## config.mk

```make
export PLATFORM = sky130hd
export DESIGN_NAME = multimode_button_debouncer
export DESIGN_NICKNAME = d
export VERILOG_FILES = /design/src/rtl/mmbd_pkg.sv /design/src/rtl/mmbd_datapath.sv /design/src/rtl/mmbd_ctrl.sv /design/src/rtl/multimode_button_debouncer.sv
export SDC_FILE = /design/constraint.sdc
export NUM_CORES = 2
export LEC_CHECK = 0
export ABC_CLOCK_PERIOD_IN_PS = 7700
export BUFFER_PORTS_ARGS = -buffer_cell sky130_fd_sc_hd__clkbuf_2
export CORE_MARGIN = 3
export CORE_UTILIZATION = 50
export DETAILED_ROUTE_END_ITERATION = 16
export MAX_ROUTING_LAYER = met4
export PLACE_DENSITY_LB_ADDON = 0.25
export SYNTH_ARGS = -nofsm -noshare
export SYNTH_HDL_FRONTEND = slang
export SYNTH_SLANG_ARGS = --single-unit
export TNS_END_PERCENT = 100
```

## constraint.sdc

```tcl
create_clock -name clk -period 7.7 [get_ports clk]
set_input_delay 0.385 -clock clk [delete_from_list [all_inputs] [get_ports clk]]
set_output_delay 0.385 -clock clk [all_outputs]
set_load 0.005 [all_outputs]
```

## src/rtl/mmbd_pkg.sv

```systemverilog
`default_nettype none
package mmbd_pkg;

	localparam int BUTTONS_DEF = 32;
	localparam int HATS_DEF    = 4;

	localparam logic [3:0] MODE_NORMAL   = 4'd0;
	localparam logic [3:0] MODE_INVERTED = 4'd1;
	localparam logic [3:0] MODE_TOGGLE   = 4'd2;
	localparam logic [3:0] MODE_SW_BOTH  = 4'd3;
	localparam logic [3:0] MODE_SW_ON    = 4'd4;
	localparam logic [3:0] MODE_SW_OFF   = 4'd5;
	localparam logic [3:0] MODE_HAT      = 4'd6;
	localparam logic [3:0] MODE_RADIO    = 4'd7;
	localparam logic [3:0] MODE_SEQ      = 4'd8;
	localparam logic [3:0] MODE_UNSET    = 4'd15;

	localparam logic REG_DEBOUNCE = 1'b0;
	localparam logic REG_PULSE    = 1'b1;

	localparam logic [15:0] DEBOUNCE_RST = 16'd10;
	localparam logic [15:0] PULSE_RST    = 16'd100;

	typedef struct packed {
		logic load;
		logic eval;
		logic radio;
		logic seq_dn;
		logic seq_up;
		logic fin;
	} cmd_t;

	typedef struct packed {
		logic bad_idx;
		logic go_radio;
		logic go_seq_dn;
		logic go_seq_up;
		logic radio_end;
		logic dn_end;
		logic dn_up;
		logic up_end;
	} sts_t;

endpackage
`default_nettype wire

```

## src/rtl/mmbd_datapath.sv

```systemverilog
`default_nettype none
module mmbd_datapath #(
	parameter int BUTTONS = mmbd_pkg::BUTTONS_DEF,
	parameter int HATS    = mmbd_pkg::HATS_DEF
) (
	input  wire                 clk,
	input  wire                 arst_n,
	input  mmbd_pkg::cmd_t      cmd,
	output mmbd_pkg::sts_t      sts,
	input  wire                 cfg_we,
	input  wire                 cfg_index,
	input  wire  [15:0]         cfg_data,
	input  wire  [4:0]          button_index,
	input  wire  [3:0]          mode,
	input  wire  [4:0]          group,
	input  wire  [1:0]          direction,
	input  wire                 pin_level,
	input  wire  [31:0]         time_ms,
	output logic [4:0]          out_index,
	output logic                logical_state,
	output logic [7:0]          press_count,
	output logic [31:0]         pressed_map,
	output logic [15:0]         hat_bits
);
	import mmbd_pkg::*;

	localparam int NREC = (BUTTONS < 32) ? BUTTONS : 32;
	localparam int IW   = $clog2(NREC);
	localparam logic [IW-1:0] KLAST = IW'(NREC - 1);

	logic [15:0]   debounce_q, pulse_q;
	logic [4:0]    idx_q, group_q;
	logic [3:0]    mode_q;
	logic [1:0]    dir_q;
	logic          pinraw_q, pin_q, first_q;
	logic [31:0]   t_q;
	logic [IW-1:0] k_q;

	logic [NREC-1:0] raw_q, logical_q, pend_q;
	logic [31:0]     stamp_q [NREC];
	logic [7:0]      pres_q [NREC];
	logic [3:0]      smode_q [NREC];
	logic [4:0]      sgroup_q [NREC];
	logic [15:0]     hat_q;

	logic [IW-1:0] ia;
	logic          pin, rp, lg, pd, deb, pul, edge_ok;
	logic [31:0]   st, dt;
	logic [7:0]    pr;
	logic          n_rp, n_lg, n_pd, go_r, go_s;
	logic [31:0]   n_st;
	logic [7:0]    n_pr;
	logic [15:0]   n_hat, hbit;
	logic [3:0]    want;
	logic          peer, takeable, first_n, take_dn, take_up;

	assign ia  = idx_q[IW-1:0];
	assign pin = pinraw_q ^ (mode_q == MODE_INVERTED);
	assign rp  = raw_q[ia];
	assign lg  = logical_q[ia];
	assign pd  = pend_q[ia];
	assign st  = stamp_q[ia];
	assign pr  = pres_q[ia];
	assign dt  = t_q - st;
	assign deb = dt > {16'd0, debounce_q};
	assign pul = dt > {16'd0, pulse_q};
	assign hbit = 16'(4'b0001 << dir_q) << {group_q[1:0], 2'b00};

	always_comb begin
		n_rp = rp;
		n_lg = lg;
		n_pd = pd;
		n_st = st;
		n_pr = pr;
		n_hat = hat_q;
		go_r = 1'b0;
		go_s = 1'b0;
		edge_ok = 1'b0;
		unique case (mode_q)
			MODE_NORMAL, MODE_INVERTED, MODE_HAT: begin
				if (!pd && pin != rp) begin
					n_st = t_q;
					n_pd = 1'b1;
				end else if (pd && pin != rp && deb) begin
					n_pd = 1'b0;
					n_rp = pin;
					n_pr = pr + {7'd0, pin};
					if (mode_q != MODE_HAT) begin
						n_lg = pin;
					end else if (32'(group_q) < 32'(HATS)) begin
						n_hat = pin ? (hat_q | hbit) : (hat_q & ~hbit);
					end
				end else if (pd && deb) begin
					n_pd = 1'b0;
				end
			end
			MODE_TOGGLE, MODE_RADIO: begin
				if (!pd && pin && !rp) begin
					n_st = t_q;
					n_pd = 1'b1;
				end else if (pd && pin && deb) begin
					n_pd = 1'b0;
					n_rp = 1'b1;
					n_pr = pr + 8'd1;
					if (mode_q == MODE_TOGGLE) begin
						n_lg = !lg;
					end else begin
						n_lg = 1'b1;
						go_r = 1'b1;
					end
				end else if (!pin && deb) begin
					n_pd = 1'b0;
					n_rp = 1'b0;
				end
			end
			MODE_SW_BOTH, MODE_SW_ON, MODE_SW_OFF: begin
				if (mode_q == MODE_SW_BOTH) edge_ok = pin != rp;
				else if (mode_q == MODE_SW_ON) edge_ok = pin && !rp;
				else edge_ok = !pin && rp;
				if (!pd && pin != rp) begin
					n_st = t_q;
					n_pd = 1'b1;
				end else if (pd && edge_ok && deb) begin
					n_pd = 1'b0;
					n_lg = 1'b1;
					n_rp = pin;
					n_pr = pr + 8'd1;
				end else if (pul) begin
					if (mode_q != MODE_SW_BOTH) n_rp = pin;
					n_lg = 1'b0;
					n_pd = 1'b0;
				end
			end
			MODE_SEQ: begin
				if (!pd && pin && !rp) begin
					n_st = t_q;
					n_pd = 1'b1;
				end else if (pd && pin && deb) begin
					n_pd = 1'b0;
					go_s = 1'b1;
				end else if (!pin && deb) begin
					n_pd = 1'b0;
					n_rp = 1'b0;
				end
			end
			default: begin
			end
		endcase
	end

	// scan of peer records at k
	assign want     = cmd.radio ? MODE_RADIO : MODE_SEQ;
	assign peer     = smode_q[k_q] == want && sgroup_q[k_q] == group_q;
	assign takeable = logical_q[k_q] && !raw_q[k_q];
	assign first_n  = first_q && !peer;
	assign take_dn  = peer && takeable;
	assign take_up  = peer && logical_q[k_q] && !raw_q[k_q];

	always_comb begin
		sts.bad_idx   = 32'(idx_q) >= 32'(BUTTONS);
		sts.go_radio  = go_r;
		sts.go_seq_dn = go_s && ia != '0;
		sts.go_seq_up = go_s && ia == '0 && !lg;
		sts.radio_end = k_q == KLAST;
		sts.dn_end    = take_dn || (k_q == '0 && !(first_n && !lg && ia != KLAST));
		sts.dn_up     = !take_dn && k_q == '0 && first_n && !lg && ia != KLAST;
		sts.up_end    = (peer && (!logical_q[k_q] || !raw_q[k_q])) || k_q == ia + IW'(1);
	end

	always_ff @(posedge clk or negedge arst_n) begin
		if (!arst_n) begin
			debounce_q <= DEBOUNCE_RST;
			pulse_q <= PULSE_RST;
			raw_q <= '0;
			logical_q <= '0;
			pend_q <= '0;
			hat_q <= '0;
			for (int i = 0; i < NREC; i++) begin
				stamp_q[i] <= '0;
				pres_q[i] <= '0;
				smode_q[i] <= MODE_UNSET;
				sgroup_q[i] <= '0;
			end
		end else begin
			if (cfg_we) begin
				if (cfg_index == REG_DEBOUNCE) debounce_q <= cfg_data;
				else pulse_q <= cfg_data;
			end
			if (cmd.eval) begin
				smode_q[ia] <= mode_q;
				sgroup_q[ia] <= group_q;
				raw_q[ia] <= n_rp;
				logical_q[ia] <= n_lg;
				pend_q[ia] <= n_pd;
				stamp_q[ia] <= n_st;
				pres_q[ia] <= n_pr;
				hat_q <= n_hat;
			end
			if (cmd.radio && peer && k_q != ia) begin
				logical_q[k_q] <= 1'b0;
			end
			if ((cmd.seq_dn && take_dn) || (cmd.seq_up && take_up)) begin
				logical_q[k_q] <= 1'b0;
				logical_q[ia] <= 1'b1;
				raw_q[ia] <= pin_q;
				stamp_q[ia] <= t_q;
			end
		end
	end

	always_ff @(posedge clk) begin
		if (cmd.load) begin
			idx_q <= button_index;
			mode_q <= mode;
			group_q <= group;
			dir_q <= direction;
			pinraw_q <= pin_level;
			t_q <= time_ms;
		end
		if (cmd.eval) begin
			pin_q <= pin;
			first_q <= 1'b1;
			if (go_r) k_q <= '0;
			else if (ia == '0) k_q <= KLAST;
			else k_q <= ia - IW'(1);
		end
		if (cmd.radio) k_q <= k_q + IW'(1);
		if (cmd.seq_dn) begin
			first_q <= first_n;
			k_q <= sts.dn_up ? KLAST : k_q - IW'(1);
		end
		if (cmd.seq_up) k_q <= k_q - IW'(1);
		if (cmd.fin) begin
			out_index <= idx_q;
			logical_state <= sts.bad_idx ? 1'b0 : lg;
			press_count <= sts.bad_idx ? 8'd0 : pr;
			pressed_map <= 32'(logical_q);
			hat_bits <= hat_q;
		end
	end

endmodule
`default_nettype wire

```

## src/rtl/mmbd_ctrl.sv

```systemverilog
`default_nettype none
module mmbd_ctrl (
	input  wire            clk,
	input  wire            arst_n,
	input  wire            in_valid,
	output logic           in_ready,
	output logic           out_valid,
	input  wire            out_ready,
	input  mmbd_pkg::sts_t sts,
	output mmbd_pkg::cmd_t cmd
);
	import mmbd_pkg::*;

	typedef enum logic [5:0] {
		S_IDLE   = 6'b000001,
		S_EVAL   = 6'b000010,
		S_RADIO  = 6'b000100,
		S_SEQ_DN = 6'b001000,
		S_SEQ_UP = 6'b010000,
		S_FIN    = 6'b100000
	} state_t;

	state_t state_q, state_d;
	logic   out_valid_q;

	assign in_ready  = state_q == S_IDLE;
	assign out_valid = out_valid_q;

	always_comb begin
		state_d = state_q;
		cmd = '0;
		unique case (state_q)
			S_IDLE: begin
				if (in_valid) begin
					cmd.load = 1'b1;
					state_d = S_EVAL;
				end
			end
			S_EVAL: begin
				if (sts.bad_idx) begin
					state_d = S_FIN;
				end else begin
					cmd.eval = 1'b1;
					if (sts.go_radio) state_d = S_RADIO;
					else if (sts.go_seq_dn) state_d = S_SEQ_DN;
					else if (sts.go_seq_up) state_d = S_SEQ_UP;
					else state_d = S_FIN;
				end
			end
			S_RADIO: begin
				cmd.radio = 1'b1;
				if (sts.radio_end) state_d = S_FIN;
			end
			S_SEQ_DN: begin
				cmd.seq_dn = 1'b1;
				if (sts.dn_up) state_d = S_SEQ_UP;
				else if (sts.dn_end) state_d = S_FIN;
			end
			S_SEQ_UP: begin
				cmd.seq_up = 1'b1;
				if (sts.up_end) state_d = S_FIN;
			end
			S_FIN: begin
				if (!out_valid_q || out_ready) begin
					cmd.fin = 1'b1;
					state_d = S_IDLE;
				end
			end
			default: state_d = S_IDLE;
		endcase
	end

	always_ff @(posedge clk or negedge arst_n) begin
		if (!arst_n) begin
			state_q <= S_IDLE;
			out_valid_q <= 1'b0;
		end else begin
			state_q <= state_d;
			if (cmd.fin) out_valid_q <= 1'b1;
			else if (out_ready) out_valid_q <= 1'b0;
		end
	end

endmodule
`default_nettype wire

```

## src/rtl/multimode_button_debouncer.sv

```systemverilog
// channel  direction  handshake              payload
// in       input      in_valid / in_ready    button_index mode group direction pin_level time_ms
// out      output     out_valid / out_ready  out_index logical_state press_count pressed_map hat_bits
// cfg      input      cfg_valid / cfg_ready  cfg_index cfg_data
//
// one word at a time: accept, evaluate (skipped for a bad index), optional group scan, finish
// radio scans every record; sequential walks the records below the button,
// then those above it when no peer was found below
// the scan visits one record per cycle and checks it for a peer
// reset clears all records at once; no clearing pass
// a waiting result holds the finish step; no new word is accepted meanwhile
`default_nettype none
module multimode_button_debouncer #(
	parameter int BUTTONS = mmbd_pkg::BUTTONS_DEF,
	parameter int HATS    = mmbd_pkg::HATS_DEF
) (
	input  wire         clk,
	input  wire         arst_n,
	input  wire         in_valid,
	output logic        in_ready,
	input  wire  [4:0]  button_index,
	input  wire  [3:0]  mode,
	input  wire  [4:0]  group,
	input  wire  [1:0]  direction,
	input  wire         pin_level,
	input  wire  [31:0] time_ms,
	output logic        out_valid,
	input  wire         out_ready,
	output logic [4:0]  out_index,
	output logic        logical_state,
	output logic [7:0]  press_count,
	output logic [31:0] pressed_map,
	output logic [15:0] hat_bits,
	input  wire         cfg_valid,
	output logic        cfg_ready,
	input  wire         cfg_index,
	input  wire  [15:0] cfg_data
);
	import mmbd_pkg::*;

	cmd_t cmd;
	sts_t sts;

	assign cfg_ready = 1'b1;

	mmbd_ctrl u_ctrl (
		.clk       (clk),
		.arst_n    (arst_n),
		.in_valid  (in_valid),
		.in_ready  (in_ready),
		.out_valid (out_valid),
		.out_ready (out_ready),
		.sts       (sts),
		.cmd       (cmd)
	);

	mmbd_datapath #(
		.BUTTONS (BUTTONS),
		.HATS    (HATS)
	) u_dp (
		.clk           (clk),
		.arst_n        (arst_n),
		.cmd           (cmd),
		.sts           (sts),
		.cfg_we        (cfg_valid),
		.cfg_index     (cfg_index),
		.cfg_data      (cfg_data),
		.button_index  (button_index),
		.mode          (mode),
		.group         (group),
		.direction     (direction),
		.pin_level     (pin_level),
		.time_ms       (time_ms),
		.out_index     (out_index),
		.logical_state (logical_state),
		.press_count   (press_count),
		.pressed_map   (pressed_map),
		.hat_bits      (hat_bits)
	);

endmodule
`default_nettype wire

```

Word-level counts from Yosys, hierarchy flattened. Index checks and enable logic that the tools add are counted.

Add/sub/neg operators: 7. Order comparisons: 10. Equality and inequality tests: 28. Shift-type cells: 2. Mux-type cells: 133. Bitwise gates (word level): 13. Reduce and logical (&&, ||, !) cells: 68.

Operators with widths (number): 1024-bit bitwise mux (2); 1024-bit two-way mux (2); 32-bit two-way mux (10); 256-bit bitwise mux (1); 32-bit binary-select mux with 5-bit select (1); 160-bit bitwise mux (1); 32-bit demux with 5-bit select (1); 128-bit bitwise mux (1); 32-bit bitwise mux (4); 8-bit two-way mux (9); 32-bit AND (2); 32-bit by 16-bit greater-than comparator with 1-bit output (2); 32-bit case mux with 2 select lines (1); 1-bit two-way mux (58); 6-bit two-way mux (9); 5-bit two-way mux (10); 8-bit binary-select mux with 5-bit select (1); 8-bit demux with 5-bit select (1); 1-bit logical AND (37); 6-bit case mux with 6 select lines (1); 32-bit inverter (1); 32-bit bitwise OR (1); 32-bit subtractor (1); 1-bit binary-select mux with 5-bit select (5); other kinds (61) (99).

Register bits after elaboration: 1837. Output and inout port bits: 65. Logic and storage cells: 411.

Longest topological paths before layout.
Word-level depth: 19. Mapped depth: 36.

Cells and area by module. A second synthesis with hierarchy kept.

Cells, all modules: 10398. Area, all modules: 94445.6 µm².

By module, submodules not included: mmbd_datapath (times used 1, cells each 10335, area each 93897.6 µm², sequential area each 46550.9 µm²); mmbd_ctrl (times used 1, cells each 61, area each 536.8 µm², sequential area each 176.4 µm²); multimode_button_debouncer (times used 1, cells each 2, area each 11.3 µm², sequential area each 0.0 µm²).

Worst setup path after synthesis. Ideal clock, no wire load.

Path kind: register to register. Start: reg u_dp.idx_q[0] (netlist: u_dp.ia[0]). End: reg (tool-made name). Library setup time: 125 ps. Arrival: 6899 ps. Data required time: 7575 ps. Slack: 676 ps. Stages on the path, launching flop included: 34. Period minus slack after synthesis: 7024 ps. Cells stage by stage: edfxtp_1 > buf_4 > buf_6 > buf_6 > buf_6 > buf_4 > buf_6 > buf_6 > buf_4 > buf_2 > mux4_2 > a22oi_1 > nand4_1 > ha_1 > fa_1 > nand2b_1 > a21oi_1 > o21bai_1 > a21oi_1 > nor2_1 > xnor2_1 > ha_1 > and4_1 > nand3_1 > nor3_1 > nand4_1 > nand3_1 > o21a_1 > a21oi_4 > nand2_2 > or3_1 > clkbuf_1 > nor4_1 > mux2_2.

RTL lines: from (decl) (line mmbd_datapath.sv:32) `logic [4:0] idx_q, group_q;`; from (signal assigned) (line mmbd_datapath.sv:213) `idx_q <= button_index;`.

Worst setup path in the final report.
Start: reg u_dp.idx_q[4] (netlist: u_dp.ia[4]). End: reg u_dp.raw_q[28].

Cells in the longest elaborated chain, start to end: 16.

Ends and longest elaborated chain: branches (longest 15 deep; another with 32-bit subtractor); 32-bit two-way mux (*) (line mmbd_datapath.sv:202) `if ((cmd.seq_dn && take_dn) || (cmd.seq_up && take_up)) begin`; to (signal, indexed assignment) (line mmbd_datapath.sv:192) `raw_q[ia] <= n_rp;`; to (signal, indexed assignment) (line mmbd_datapath.sv:205) `raw_q[ia] <= pin_q;`; to (decl) (line mmbd_datapath.sv:39) `logic [NREC-1:0] raw_q, logical_q, pend_q;`.

Every way passes the cells marked *. The select of a mux whose other input is x is not followed. A chain may end at the register's enable or synchronous reset.

==> flow_metrics.tcl <==
set metrics [dict create \
    p_per_area_nw_per_um2 258 \
    placementRows 157 \
    cp_data_required_time_ns 8.36 \
    die_h_microns 436 \
    timing.reg2reg.worst_path_depth 25 \
    start_util_pct 50.4 \
    routed_via_density 6.59 \
    yosys_warnings 0 \
    clock_tree.buffer_depth 3 \
    worstHoldPathType "in2reg" \
    cpLargestDelayFamily "compound AO/OA/AOI/OAI gates" \
    intPower_mw 18.2 \
    clock_tree.root_cell "clkbuf_16" \
    crit_path_category "reg2reg" \
    final.fill_count 15600 \
    cp.arrival_ns 8.11 \
    area_of_the_multi_input_gates_sq_um 42300 \
    grt-ovfl-total 0 \
    critPathMaxStageDelay_ns 0.76 \
    cts_tree "yes" \
    p_seq_share_pct 43.7 \
    crit_path_start_kind "flip-flop" \
    syn_area_per_cell_sq_um 9.42 \
    timing.final.setup_violations 0 \
    drv.max_cap_violation_count 0 \
    clock.fmax_mhz 134 \
    finalHoldViolations 0 \
    clkTransAtPathRegs_ns 0.06 \
    die_w_microns 436 \
    antenna_left 0 \
    dpl-instance-area_sq_um 96200 \
    power_switching_mw 8.43 \
    grtUsageTotal_pct 39.8 \
    finClkSkew_ns 0.0463 \
    drt_iter0_drc 13500 \
    grt_first_pass_wirelength_mm 536 \
    fin_crit_ns 7.45 \
    yosysTopAreaCellShare_pct 42.8 \
    area.sequential_sq_um 46700 \
    total_power_mw 26.6 \
    detailedPlacementHpwl_mm 229 \
    ys_dominant_reg_cell "dfrtp_1" \
    synthXorXnorAreaFrac_pct 0.425 \
    dr_total_vias 80900 \
    synth_simple_gate_area_share_pct 15.4 \
    yosys-mux-area-fraction_pct 12.2 \
    cts-htree-levels 4 \
    power.static_leakage_nw 46.2 \
    number_of_antenna_violations_at_the_first_check_in_global_routing 17 \
    wire_per_inst_microns 30.5 \
    post-place-ws_ns 0.420 \
    design.final.nets 9781 \
    yosys.cell_types.count 87 \
    place_congestion 0.991 \
    syn2layout_area_growth_pct 11.4 \
    fp.dieArea_sq_um 190000 \
    core_sq_um 184000 \
    synth_area_sq_um 92600 \
    rsz_0062_raised_after_global_routing "no" \
    post_synth_edffs 118 \
    cp.buffers_inverters 3 \
    outcome "finished, final reports clean" \
    wirelength_mm 374 \
    synth_top_cell_by_area "dfrtp_1" \
    worstSetupPathDepth 25 \
    io_pins 136 \
    worst_path_cell_with_the_longest_stage_delay "nor2_4" \
    tightest_slew_ns 1.42 \
    remaining_drc_errors 0 \
    setup_total_negative_slack_ns 0 \
    yosysSeqAreaShare_pct 50.4 \
    synth.top_cells.by_area "dfrtp_1 (43%), mux4_2 (10%), a21oi_1 (9.7%), nor2_1 (7.6%), nand2_1 (5.6%)" \
    numCtsBuffers 191 \
    report.final.slew_viol_count 0 \
    grt_pass1_vias 76000 \
    fin_ws_ns 0.251 \
    largest_family_of_logic_cells_by_synthesized_area "compound AO/OA/AOI/OAI gates" \
    synthesized_instance_count 9833 \
    numClockSinks 1837 \
    drt_first_pass_iters 9 \
    syn_nets 9987 \
    share_of_the_synthesized_area_in_compound_gates_ao_oa_aoi_oai_pct 15.8 \
    proportion_of_power_drawn_by_the_clock_network_pct 35.2 \
    stdcell_area_sq_um 103000 \
    layout_worst_path_cycle_share_pct 96.7 \
    ir_worst_vdd_mv 0.222 \
    switching_part_of_the_total_pct 31.7 \
    comb_power_share_pct 21.1 \
    post_synth_fa_ha_maj_area_fraction_pct 1.13 \
    clock_latency_ns 0.86 \
    layout_cell_share_with_drive_strength_beyond_1_pct 16.0 \
    async_flop_share_pct 93.6 \
    post_synthesis_register_bit_count 1837 \
    grt_max_degree 192 \
    critical_path.max_fanout 13 \
    critical_path_capture_point_type "flip-flop" \
    port_buffers 134 \
    hold_path_depth 4 \
    max-slew-margin-rel_pct 5.15 \
]
-- routing by layer --
metal	track usage (%)	wire, microns	vias to the layer above
met2	56.1	161000	6168
li1	-	-	33600
met3	11.6	48500	1571
met1	49.5	133000	39500
met4	27.1	31700	0
met5	-	0	-
-- synthesized netlist by cell type (49+ instances only) --
cell         n
dfstp_2    134
dfrtp_1   1585
a22oi_1    192
o21ai_0    451
clkbuf_1   682
ha_1        82
o22a_1      49
nand2_1   1387
a21oi_1   1794
mux2_2      87
mux2i_1     64
buf_1       66
nand3_1     78
inv_1       77
buf_2      132
edfxtp_1   118
nand4_1     60
mux4_2     427
nor2_1    1867
-- timing repair --
action,CTS,global route
endpoints found under the hold margin,180,0
hold buffers,70,0
setup endpoints to repair,0,193
gates resized for setup,0,2
setup buffers,0,1
-- stage by stage --
stage	hold WS [ns]	instances	util, %
floorplan	0.0894	9833	-
global placement	0.441	11800	52.4
detailed placement	0.437	11800	52.4
CTS	0.0187	12300	56.2
global route	0.109	12300	56.2
finish	0.0867	12300	56.2
-- cell type report --
cell class	instances	share of cell area, %
multi-input cells	6977	41.0
inverters	80	0.293
flip-flops and latches	1837	45.3
clock inverters	57	0.514
well taps	2464	2.99
clock buffers	300	5.56
diodes	25	0.0606
repair buffers	540	4.32
-- cell usage in the layout (no fill, tap or decap), types with 21 or more instances in the layout --
cell           count
buf_4            292
ha_1              82
nand2_1         1335
mux2i_1           45
nand2_4           33
mux2_2            87
o211ai_1          38
clkbuf_8          44
dfrtp_1         1585
clkinv_2          30
o22a_1            49
mux4_2           427
edfxtp_1         118
dlygate4sd3_1     70
clkbuf_16        196
nand4_1           60
clkbuf_1          60
inv_1             77
o21ai_0          450
dfstp_2          134
nor3_1            32
clkbuf_2         133
nand3_1           69
buf_12            45
xnor2_1           23
and2_1            22
a22o_1            21
a22oi_1          192
nor2_1          1852
mux2i_2           21
diode_2           25
a21oi_1         1789
-- worst reg2reg max path, delay by kind of cell (launching register included) --
family / cells / cell delay, ns
xor+xnor: 1 / 0.21
simple gates: 8 / 2.40
fa+ha+maj: 2 / 0.71
compound gates: 11 / 2.47
flops: 1 / 0.58
buf+inv: 3 / 0.90
-- path summary, 6_finish.rpt --
path	from	slack, ns	endpoint
hold reg to reg	flip-flop	0.45	u_dp.hat_bits[2]
hold / removal	cfg_index	0.09	u_dp.debounce_q[15]
min in group asynchronous	arst_n	0.18	u_dp.sgroup_q[97]
max in group asynchronous	arst_n	5.65	u_dp.stamp_q[425]
setup reg to reg	u_dp.ia[4]	0.25	u_dp.raw_q[28]
setup / recovery	u_dp.ia[4]	0.25	u_dp.raw_q[28]
-- kinds of logic (layout without fill, tap and decap cells) --
family	Yosys count	count (layout)
buf+inv	1019	977
flops	1837	1837
compound gates	2682	2682
fa+ha+maj	83	83
simple gates	3586	3586
other cells	1	26
mux	580	580
xor+xnor	45	45
-- registers in the layout, summed over array words and instances (netlist names), 6 cells and up, named ones only --
register          cells
u_dp.logical_q       32
u_dp.pressed_map     32
u_dp.stamp_q       1024
u_dp.raw_q           32
u_dp.pend_q          32
u_dp.hat_bits        16
u_dp.pulse_q         16
u_ctrl.state_q        6
u_dp.t_q             32
u_dp.debounce_q      16
u_dp.press_count      8
u_dp.sgroup_q       160
u_dp.pres_q         256
u_dp.smode_q        128
-- power groups by stage --
stage / Combinational (mW) / Clock [mW] / Sequential [mW]
after floorplan: 3.61 / 0 / 11.5
after global placement: 5.32 / 0 / 11.7
after detailed placement: 5.40 / 0 / 11.7
after CTS: 5.46 / 9.40 / 11.6
after global routing: 5.96 / 9.81 / 11.7
final: 5.61 / 9.37 / 11.6
Note: power is estimated with default switching activity, not from simulation.
